[config.mk]
export PLATFORM = sky130hd
export DESIGN_NAME = pcm_sample_format_normalizer_core_flat
export DESIGN_NICKNAME = d
export VERILOG_FILES = /design/src/pcmn_pkg.sv /design/src/pcmn_if.sv /design/src/pcmn_convert.sv /design/src/pcm_sample_format_normalizer_core.sv /design/src/flat_wrapper.sv
export VERILOG_INCLUDE_DIRS = /design/src /design/src/src
export SDC_FILE = /design/constraint.sdc
export NUM_CORES = 1
export LEC_CHECK = 0
export BUFFER_PORTS_ARGS = -buffer_cell sky130_fd_sc_hd__buf_2
export CORE_ASPECT_RATIO = 0.8
export CORE_MARGIN = 2
export CORE_UTILIZATION = 40
export DETAILED_ROUTE_END_ITERATION = 6
export PLACE_DENSITY = 0.55
export SYNTH_ARGS = -nofsm -noshare
export SYNTH_HDL_FRONTEND = slang
export SYNTH_SLANG_ARGS = --single-unit
[constraint.sdc]
create_clock -name clk -period 4.3 [get_ports clk]
set_clock_uncertainty 0.2 [all_clocks]
set_input_delay 0.43 -clock clk [delete_from_list [all_inputs] [get_ports clk]]
set_output_delay 0.43 -clock clk [all_outputs]
set_load 0.005 [all_outputs]
[src/assert_macros.svh]
// assertion helpers shared by the rtl
`ifndef ASSERT_MACROS_SVH
`define ASSERT_MACROS_SVH

// same-cycle implication, disabled while in reset
`define PCMN_ASSERT_NOW(lbl, clk, rst, ante, cons) \
  lbl: assert property (@(posedge clk) disable iff (rst) (ante) |-> (cons)) \
    else $error("pcmn assertion failed");

// next-cycle implication, disabled while in reset
`define PCMN_ASSERT_NEXT(lbl, clk, rst, ante, cons) \
  lbl: assert property (@(posedge clk) disable iff (rst) (ante) |=> (cons)) \
    else $error("pcmn assertion failed");

`endif

[src/pcmn_pkg.sv]
`default_nettype none

package pcmn_pkg;

  localparam int unsigned WORD_W = 16;
  localparam int unsigned BYTE_W = 8;
  localparam int unsigned REG_IDX_W = 3;

  localparam logic [WORD_W-1:0] SIGN_WIDE = 16'h8000;
  localparam logic [WORD_W-1:0] SIGN_NARROW = 16'h0080;

  typedef enum logic [REG_IDX_W-1:0] {
    REG_WIDE_SAMPLES       = 3'd0,
    REG_INTERLEAVED_STEREO = 3'd1,
    REG_BIG_ENDIAN_WORDS   = 3'd2,
    REG_DELTA_CODED        = 3'd3,
    REG_UNSIGNED_CODED     = 3'd4
  } reg_idx_t;

  typedef struct packed {
    logic wide_samples;
    logic interleaved_stereo;
    logic big_endian_words;
    logic delta_coded;
    logic unsigned_coded;
  } cfg_t;

  typedef struct packed {
    logic [WORD_W-1:0] left_running;
    logic [WORD_W-1:0] right_running;
    logic              channel_phase;
  } chan_state_t;

endpackage

`default_nettype wire

[src/pcmn_if.sv]
`default_nettype none

interface pcmn_cfg_if;
  logic       valid;
  logic       ready;
  logic [2:0] reg_index;
  logic       write_data;
  modport source (output valid, reg_index, write_data, input ready);
  modport sink (input valid, reg_index, write_data, output ready);
endinterface

interface pcmn_in_if;
  logic        valid;
  logic        ready;
  logic [15:0] raw_word;
  logic        last_in_sample;
  modport source (output valid, raw_word, last_in_sample, input ready);
  modport sink (input valid, raw_word, last_in_sample, output ready);
endinterface

interface pcmn_out_if;
  logic        valid;
  logic        ready;
  logic [15:0] converted_word;
  logic        right_channel;
  modport source (output valid, converted_word, right_channel, input ready);
  modport sink (input valid, converted_word, right_channel, output ready);
endinterface

`default_nettype wire

[src/pcmn_convert.sv]
`default_nettype none

module pcmn_convert (
  input  pcmn_pkg::cfg_t        cfg,
  input  pcmn_pkg::chan_state_t state,
  input  logic [15:0]           raw_word,
  input  logic                  last_in_sample,
  output logic [15:0]           converted_word,
  output logic                  right_channel,
  output pcmn_pkg::chan_state_t state_next
);
  import pcmn_pkg::*;

  logic [WORD_W-1:0] word;
  logic [WORD_W-1:0] prev;
  logic [WORD_W-1:0] sum;
  logic [WORD_W-1:0] result;
  logic              ch;

  always_comb begin
    if (cfg.wide_samples) begin
      word = cfg.big_endian_words ? {raw_word[BYTE_W-1:0], raw_word[WORD_W-1:BYTE_W]}
                                  : raw_word;
    end else begin
      word = {{(WORD_W-BYTE_W){1'b0}}, raw_word[BYTE_W-1:0]};
    end

    ch = cfg.interleaved_stereo & state.channel_phase;
    prev = ch ? state.right_running : state.left_running;
    sum = prev + word;

    if (cfg.delta_coded) begin
      result = cfg.wide_samples ? sum : {{(WORD_W-BYTE_W){1'b0}}, sum[BYTE_W-1:0]};
    end else if (cfg.unsigned_coded) begin
      result = word ^ (cfg.wide_samples ? SIGN_WIDE : SIGN_NARROW);
    end else begin
      result = word;
    end

    state_next = state;
    if (cfg.delta_coded) begin
      if (ch) begin
        state_next.right_running = result;
      end else begin
        state_next.left_running = result;
      end
    end
    if (cfg.interleaved_stereo) begin
      state_next.channel_phase = ~state.channel_phase;
    end
    if (last_in_sample) begin
      state_next = '0;
    end

    converted_word = result;
    right_channel = ch;
  end

endmodule

`default_nettype wire

[src/pcm_sample_format_normalizer_core.sv]
// channel  role    payload
// cfg      sink    reg_index, write_data
// sample   sink    raw_word, last_in_sample
// result   source  converted_word, right_channel
//
// an accepted sample is held in the input register, then converted into the output register
// one sample per cycle unless the result stalls; the channel accumulators update in one add-and-store step
// rst clears the configuration, accumulators, channel phase and both valid flags
// a stalled result holds the output; the input register takes one more sample only if it is empty
`default_nettype none

`include "assert_macros.svh"

module pcm_sample_format_normalizer_core (
  input logic       clk,
  input logic       rst,
  pcmn_cfg_if.sink  cfg,
  pcmn_in_if.sink   sample,
  pcmn_out_if.source result
);
  import pcmn_pkg::*;

  cfg_t              cfg_q;
  chan_state_t       state;
  chan_state_t       state_next;

  logic              in_valid;
  logic [WORD_W-1:0] in_word;
  logic              in_last;

  logic              out_valid;
  logic [WORD_W-1:0] out_word;
  logic              out_right;

  logic [WORD_W-1:0] conv_word;
  logic              conv_right;
  logic              advance;

  assign cfg.ready = 1'b1;

  always_ff @(posedge clk) begin
    if (rst) begin
      cfg_q <= '0;
    end else if (cfg.valid) begin
      case (cfg.reg_index)
        REG_WIDE_SAMPLES:       cfg_q.wide_samples <= cfg.write_data;
        REG_INTERLEAVED_STEREO: cfg_q.interleaved_stereo <= cfg.write_data;
        REG_BIG_ENDIAN_WORDS:   cfg_q.big_endian_words <= cfg.write_data;
        REG_DELTA_CODED:        cfg_q.delta_coded <= cfg.write_data;
        REG_UNSIGNED_CODED:     cfg_q.unsigned_coded <= cfg.write_data;
        default: ;
      endcase
    end
  end

  assign advance = in_valid && (!out_valid || result.ready);
  assign sample.ready = !in_valid || advance;

  always_ff @(posedge clk) begin
    if (rst) begin
      in_valid <= 1'b0;
    end else if (sample.ready) begin
      in_valid <= sample.valid;
    end
  end

  always_ff @(posedge clk) begin
    if (sample.valid && sample.ready) begin
      in_word <= sample.raw_word;
      in_last <= sample.last_in_sample;
    end
  end

  pcmn_convert u_convert (
    .cfg            (cfg_q),
    .state          (state),
    .raw_word       (in_word),
    .last_in_sample (in_last),
    .converted_word (conv_word),
    .right_channel  (conv_right),
    .state_next     (state_next)
  );

  always_ff @(posedge clk) begin
    if (rst) begin
      state <= '0;
    end else if (advance) begin
      state <= state_next;
    end
  end

  always_ff @(posedge clk) begin
    if (rst) begin
      out_valid <= 1'b0;
    end else if (advance) begin
      out_valid <= 1'b1;
    end else if (result.ready) begin
      out_valid <= 1'b0;
    end
  end

  always_ff @(posedge clk) begin
    if (advance) begin
      out_word <= conv_word;
      out_right <= conv_right;
    end
  end

  assign result.valid = out_valid;
  assign result.converted_word = out_word;
  assign result.right_channel = out_right;

  `PCMN_ASSERT_NOW(a_narrow_upper_zero, clk, rst,
    advance && !cfg_q.wide_samples, conv_word[WORD_W-1:BYTE_W] == '0)
  `PCMN_ASSERT_NOW(a_right_only_stereo, clk, rst,
    advance && conv_right, cfg_q.interleaved_stereo && state.channel_phase)
  `PCMN_ASSERT_NEXT(a_last_clears_state, clk, rst,
    advance && in_last, state == '0)
  `PCMN_ASSERT_NEXT(a_mono_keeps_phase, clk, rst,
    advance && !in_last && !cfg_q.interleaved_stereo, $stable(state.channel_phase))

endmodule

`default_nettype wire
[src/flat_wrapper.sv]
// flat-port wrapper written by rule: the top's interface ports become plain ports
module pcm_sample_format_normalizer_core_flat import pcmn_pkg::*;
  (clk, rst, cfg_valid, cfg_reg_index, cfg_write_data, cfg_ready, sample_valid, sample_raw_word, sample_last_in_sample, sample_ready, result_valid, result_converted_word, result_right_channel, result_ready);
  pcmn_cfg_if cfg_i ();
  pcmn_in_if sample_i ();
  pcmn_out_if result_i ();
  input logic clk;
  input logic rst;
  input wire logic [$bits(cfg_i.valid)-1:0] cfg_valid;
  input wire logic [$bits(cfg_i.reg_index)-1:0] cfg_reg_index;
  input wire logic [$bits(cfg_i.write_data)-1:0] cfg_write_data;
  output wire logic [$bits(cfg_i.ready)-1:0] cfg_ready;
  input wire logic [$bits(sample_i.valid)-1:0] sample_valid;
  input wire logic [$bits(sample_i.raw_word)-1:0] sample_raw_word;
  input wire logic [$bits(sample_i.last_in_sample)-1:0] sample_last_in_sample;
  output wire logic [$bits(sample_i.ready)-1:0] sample_ready;
  output wire logic [$bits(result_i.valid)-1:0] result_valid;
  output wire logic [$bits(result_i.converted_word)-1:0] result_converted_word;
  output wire logic [$bits(result_i.right_channel)-1:0] result_right_channel;
  input wire logic [$bits(result_i.ready)-1:0] result_ready;
  assign cfg_i.valid = cfg_valid;
  assign cfg_i.reg_index = cfg_reg_index;
  assign cfg_i.write_data = cfg_write_data;
  assign cfg_ready = cfg_i.ready;
  assign sample_i.valid = sample_valid;
  assign sample_i.raw_word = sample_raw_word;
  assign sample_i.last_in_sample = sample_last_in_sample;
  assign sample_ready = sample_i.ready;
  assign result_valid = result_i.valid;
  assign result_converted_word = result_i.converted_word;
  assign result_right_channel = result_i.right_channel;
  assign result_i.ready = result_ready;
  pcm_sample_format_normalizer_core u_core (.clk(clk), .rst(rst), .cfg(cfg_i), .sample(sample_i), .result(result_i));
endmodule
After elaboration in Yosys (flattened, before gate mapping)
Index checks and enable logic that the tools add are counted.

cells by class
  multiplexer cells = 14
  bitwise gates (word level) = 3
  eq/ne operators = 5
  reduce and logical (&&, ||, !) cells = 19
  add/subtract/negate cells = 1

operator list
  operator              number
  $mux W16              9
  $mux W33              1
  $mux W32              1
  $add A16 B16 Y16      1
  $xor A16 B16 Y16      1
  $reduce_and A2 Y1     6
  $reduce_bool A2 Y1    4
  $eq A3 B2 Y1 const B  2
  $reduce_and A3 Y1     2
  $eq A3 B1 Y1 const B  1
  $eq A3 B3 Y1 const B  1
  $logic_not A3 Y1      1
  $mux W1               3
  $logic_and A1 B1 Y1   2
  $logic_not A1 Y1      2
  $logic_or A1 B1 Y1    2
  $ne A2 B1 Y1 const B  1
  $and A1 B1 Y1         1
  $not A1 Y1            1

word-level totals
  bits in registers = 74
  output and inout port bits = 20
  logic and storage cells = 56

Logic depth before layout (Yosys ltp)
  word-level depth = 8
  depth in mapped cells = 11
  depth with buffers taken out = 11

By module
Synthesis repeated with hierarchy kept, for this count alone.

second synthesis, totals
  cell total of the unflattened synthesis = 457
  area, all modules = 4586.9 µm²

by module, submodules not included
  module                             instances  cells each  area each (µm²)
  pcm_sample_format_normalizer_core  1          210         2856.5
  pcmn_convert                       1          247         1730.4

Worst setup path after synthesis
No wires, ideal clock.

  path kind = reg-to-reg
  start = register u_core.cfg_q[3] in the netlist's numbering
  end = register u_core.out_word[12], in the netlist u_core.result.converted_word[12] (data pin)
  data arrival time = 2694 ps
  period minus slack after synthesis = 3159 ps
  stages on the path, launching flop included = 10
  setup time = 266 ps
  path slack = 1141 ps
  cell sequence = dfxtp_1 nand2_2 buf_1 mux2_2 ha_1 a21o_2 or2_0 a221o_1 a311oi_1 o2bb2ai_1

on the way
  cells in the longest elaborated chain, start to end = 5

ends and longest elaborated chain
  element                   RTL line                                  source
  start, declared           pcm_sample_format_normalizer_core.sv:23   cfg_t cfg_q;
  $and A1 B1 Y1             pcmn_convert.sv:28                        ch = cfg.interleaved_stereo & state.channel_phase;
  $mux W16                  pcmn_convert.sv:29                        prev = ch ? state.right_running : state.left_running;
  $add A16 B16 Y16          pcmn_convert.sv:30                        sum = prev + word;
  $mux W16                  pcmn_convert.sv:33                        result = cfg.wide_samples ? sum : {{(WORD_W-BYTE_W){1'b0}}, sum[BYTE_W-1:0]};
  $mux W16                  pcmn_convert.sv:32                        if (cfg.delta_coded) begin
  via u_core.conv_word[12]  pcm_sample_format_normalizer_core.sv:35   logic [WORD_W-1:0] conv_word;
  end signal, assigned      pcm_sample_format_normalizer_core.sv:104  out_word <= conv_word;
  end, declared             pcm_sample_format_normalizer_core.sv:32   logic [WORD_W-1:0] out_word;

The timed path passes the listed nets, and every way through them passes these cells.
A chain may end at the register's enable or synchronous reset.

Worst setup path in the final report
  start = register u_core.cfg_q[4] in the netlist's numbering
  end = register u_core.out_word[12], in the netlist u_core.result.converted_word[12] (data pin)

on the way
  cells in the longest elaborated chain, start to end = 4
  elaborated cells on any way between the ends = 6

ends and longest elaborated chain
  element                                                      RTL line                                 source
  $mux W16                                                     pcmn_convert.sv:21                       if (cfg.wide_samples) begin
  $add A16 B16 Y16 / $xor A16 B16 Y16 (equally long branches)  pcmn_convert.sv:30, pcmn_convert.sv:35
  $mux W16, on equally long branches                           pcmn_convert.sv:33, pcmn_convert.sv:34
  $mux W16 *                                                   pcmn_convert.sv:32
  via u_core.conv_word[12]                                     pcm_sample_format_normalizer_core.sv:35

The timed path passes the listed nets; every way through them passes the cells marked *.

==> qor.csv <==
metric,value,unit
CP Cell Sequence,nand2_1 -> mux2_2 -> ha_1 -> inv_1 -> fa_1 -> nor2b_4 -> o211ai_2 -> a31oi_4 -> a2111oi_0 -> a311oi_1 -> o2bb2ai_1,
clk slew on worst S/H paths,0.06,ns
RSZ-0062 raised after global routing,false,
clk sink count,74,
drt first pass iters,4,
cells after synthesis,388,
DP Cell Count,555,
Row Count,32,
chip width,117,um
metal3 WL,509,um
Comb power frac,7.9,%
Pins Over Slew Limit,0,
clock power share,42.3,%
vias,3105,
Worst Min Path Start,sample_raw_word[7],
core area,9770,um^2
CP Max Fanout,14,
register bit count reported by yosys,74,
Die Height,94.2,um
CTS tree,done,
nets@finish,472,
most frequent cells in the layout,"44 x buf_2, 40 x dfxtp_1, 34 x nor2_1, 34 x edfxtp_1, 23 x mux2_2",
sw power,365,uW
share of cells above drive strength 1,22.3,%
initial antenna violation count,0,
crit path DAT,3.44,ns
fraction of synthesis flops using an asynchronous set or reset pin,0,%
vias in the first global route,3063,
gpl congestion,0.875,
cell depth of the worst flop-to-flop path,11,
hold depth,1,
full die area,11000,um^2
post-synthesis sequential area ratio,44.8,%
first-pass GRT wire length,16700,um
startpoint types,register,
Crit Path Category,register to register,
Max Cap Violations,0,
Met1 Routed Length,5280,um
Initial Util,41.6,%
Fin Setup TNS,0,ns
Slew Limit Headroom,52.2,%
reg2reg start,u_core.cfg_q[4]$_SDFFE_PP0P_,
Setup-failing EPs final,0,
setup bufs post-CTS,0,
Fin Hold WS,0.0612,ns
Iter 0 DRT Violations,196,
CP Capture Type,register,
worst hold endpoint,u_core.in_word[7]$_DFFE_PP_,
Pleak,0.00187,uW
PD cells,335,nW/um^2
clock latency on the worst-skew pair,0.34,ns
sequential share of power,49.8,%
Max Buffers Root-to-Sink,2,
fillers,967,
DR WL met2,4290,um
Pint,1200,uW
"most common cell after layout, fill and taps aside",buf_2,
Fmax achieved,281,MHz
Routed WL,10200,um
Area Overhead vs Synth,14.7,%
"Req. time, crit path",4.18,ns
Yosys cell types,64,
number of diodes,0,
largest net degree at the start of global routing,31,
final routed DRC violation total,0,
Post-Syn Nets,430,
input/output buffers,44,
Final Hold Vio Count,0,
sw frac,23.4,%
DRT antenna net count,0,
Via density,5.44,
dominant synthesized flop cell,dfxtp_1,
GRT Total Usage,20.3,%
status,"complete, no violations",
CTS root buf,clkbuf_16,
Mapped Avg Cell Area,10.5,um^2
H-tree depth,3,
crit path time final,3.56,ns
Post-Layout Cell Count,571,
"EDFF count, synth",34,
IO Count,46,
hold_buf cts,0,
drt wl/cell,17.9,um
Tcrit/Tclk final,82.8,%
Least-Margin Pin Slew,0.717,ns
Reg2Reg Setup Slack,0.74,ns
top layer used by detailed routing,met4,
final global-route overflow total,0,
DPL Wire Length,7230,um
Yosys Warn Count,0,
post-CTS resize count,0,
Finished Core Util,47.7,%
CTS buffer count,9,
slowest CP cell,dfxtp_1,
peak supply drop,0.000207,V
slowest cell delay on critical path,0.55,ns
mapped cell area,4070,um^2
HP Class,input pin to register,
Worst R2R End,u_core.result.converted_word[12]$_DFFE_PP_,
## worst max-delay path: cells and delay by family (launching register included)
kind / cells / cell delay (ns)
DFF: 1 / 0.55
muxes: 1 / 0.34
buffers and inverters: 1 / 0.06
AOI/OAI and AO/OA: 5 / 1.05
and+or+nand+nor: 2 / 0.46
adders and majority gates: 2 / 0.62
## registers in the layout, summed over array words and instances, names as in the netlist
signal / cells
u_core.result.right_channel: 1
u_core.result.converted_word: 16
u_core.in_word: 16
u_core.in_last: 1
u_core.result.valid: 1
u_core.state: 33
u_core.in_valid: 1
u_core.cfg_q: 5
## worst max-delay path by stage
stage | start | end | slack, ns | depth (start not counted)
global placement | u_core.cfg_q[4]$_SDFFE_PP0P_ | u_core.result.converted_word[12]$_DFFE_PP_ | 0.89 | 11
detailed placement | u_core.cfg_q[4]$_SDFFE_PP0P_ | u_core.result.converted_word[12]$_DFFE_PP_ | 0.74 | 11
floorplan | u_core.cfg_q[3]$_SDFFE_PP0P_ | u_core.result.converted_word[12]$_DFFE_PP_ | 1.14 | 9
global route | u_core.cfg_q[4]$_SDFFE_PP0P_ | u_core.result.converted_word[12]$_DFFE_PP_ | 0.37 | 11
finish | u_core.cfg_q[4]$_SDFFE_PP0P_ | u_core.result.converted_word[12]$_DFFE_PP_ | 0.74 | 11
CTS | u_core.cfg_q[4]$_SDFFE_PP0P_ | u_core.result.converted_word[12]$_DFFE_PP_ | 0.73 | 11
## cells in the mapped netlist, types with 3 or more instances
cell,count,share of area (%)
buf_1,4,0.37
mux2i_1,21,5.2
inv_1,9,0.83
nand2b_1,3,0.46
edfxtp_1,34,25
a21oi_1,17,2.1
a32o_1,6,1.5
a21o_1,5,0.92
o211ai_1,3,0.55
o21ai_1,6,0.74
o211ai_2,3,0.92
xor2_1,6,1.3
and2_1,7,1.1
nor2_1,34,3.1
buf_2,3,0.37
o2bb2ai_1,4,0.86
a22oi_1,7,1.3
nand3_1,11,1.4
xnor2_1,3,0.65
o21ai_0,17,2.1
mux2_2,23,6.4
nand2_1,18,1.7
o21a_1,6,1.1
a211oi_1,7,1.3
nor2b_1,12,1.8
a22o_1,4,0.86
dfxtp_1,40,20
ha_1,15,4.6
and3_1,3,0.46
clkbuf_1,8,0.74
nor3_1,7,0.86
## final cells by class
type | count | area, um^2 | area share, %
Sequential cell | 74 | 1820 | 39.1
Tap cell | 136 | 170 | 3.65
Clock buffer | 12 | 236 | 5.07
Inverter | 9 | 33.8 | 0.725
Timing Repair Buffer | 49 | 258 | 5.53
Clock inverter | 4 | 18.8 | 0.403
Multi-Input combinational cell | 287 | 2120 | 45.5
## per-layer routing
layer / track usage, % / up-vias
met5: 0 / -
met3: 5.16 / 9
met4: 6.18 / 0
li1: - / 1542
met2: 29.7 / 63
met1: 29.3 / 1491
## power groups by stage
stage | registers [uW] | logic, uW | clock network (uW)
after floorplan | 785 | 79.2 | 0
after global placement | 792 | 123 | 0
after detailed placement | 791 | 124 | 0
after CTS | 777 | 125 | 673
after global routing | 779 | 138 | 702
final | 777 | 123 | 661
## metrics by stage
step	setup slack [ns]	power [uW]	instance area, um^2
floorplan	1.14	864	4070
global placement	0.891	915	4410
detailed placement	0.740	914	4410
CTS	0.726	1570	4660
global route	0.373	1620	4660
finish	0.738	1560	4660
## cell families after synthesis
| kind of cell | count (synthesis) | share of synthesized area (%) |
|---|---|---|
| XOR/XNOR | 9 | 1.94 |
| buffers and inverters | 27 | 2.95 |
| adder cells (fa/ha/maj) | 16 | 5.11 |
| multiplexers | 44 | 11.5 |
| other | 1 | 0.0922 |
| AND/OR/NAND/NOR | 112 | 14.3 |
| AO/OA/AOI/OAI | 105 | 19.3 |
| flip-flops | 74 | 44.8 |
(Power assumes the default switching activity.)
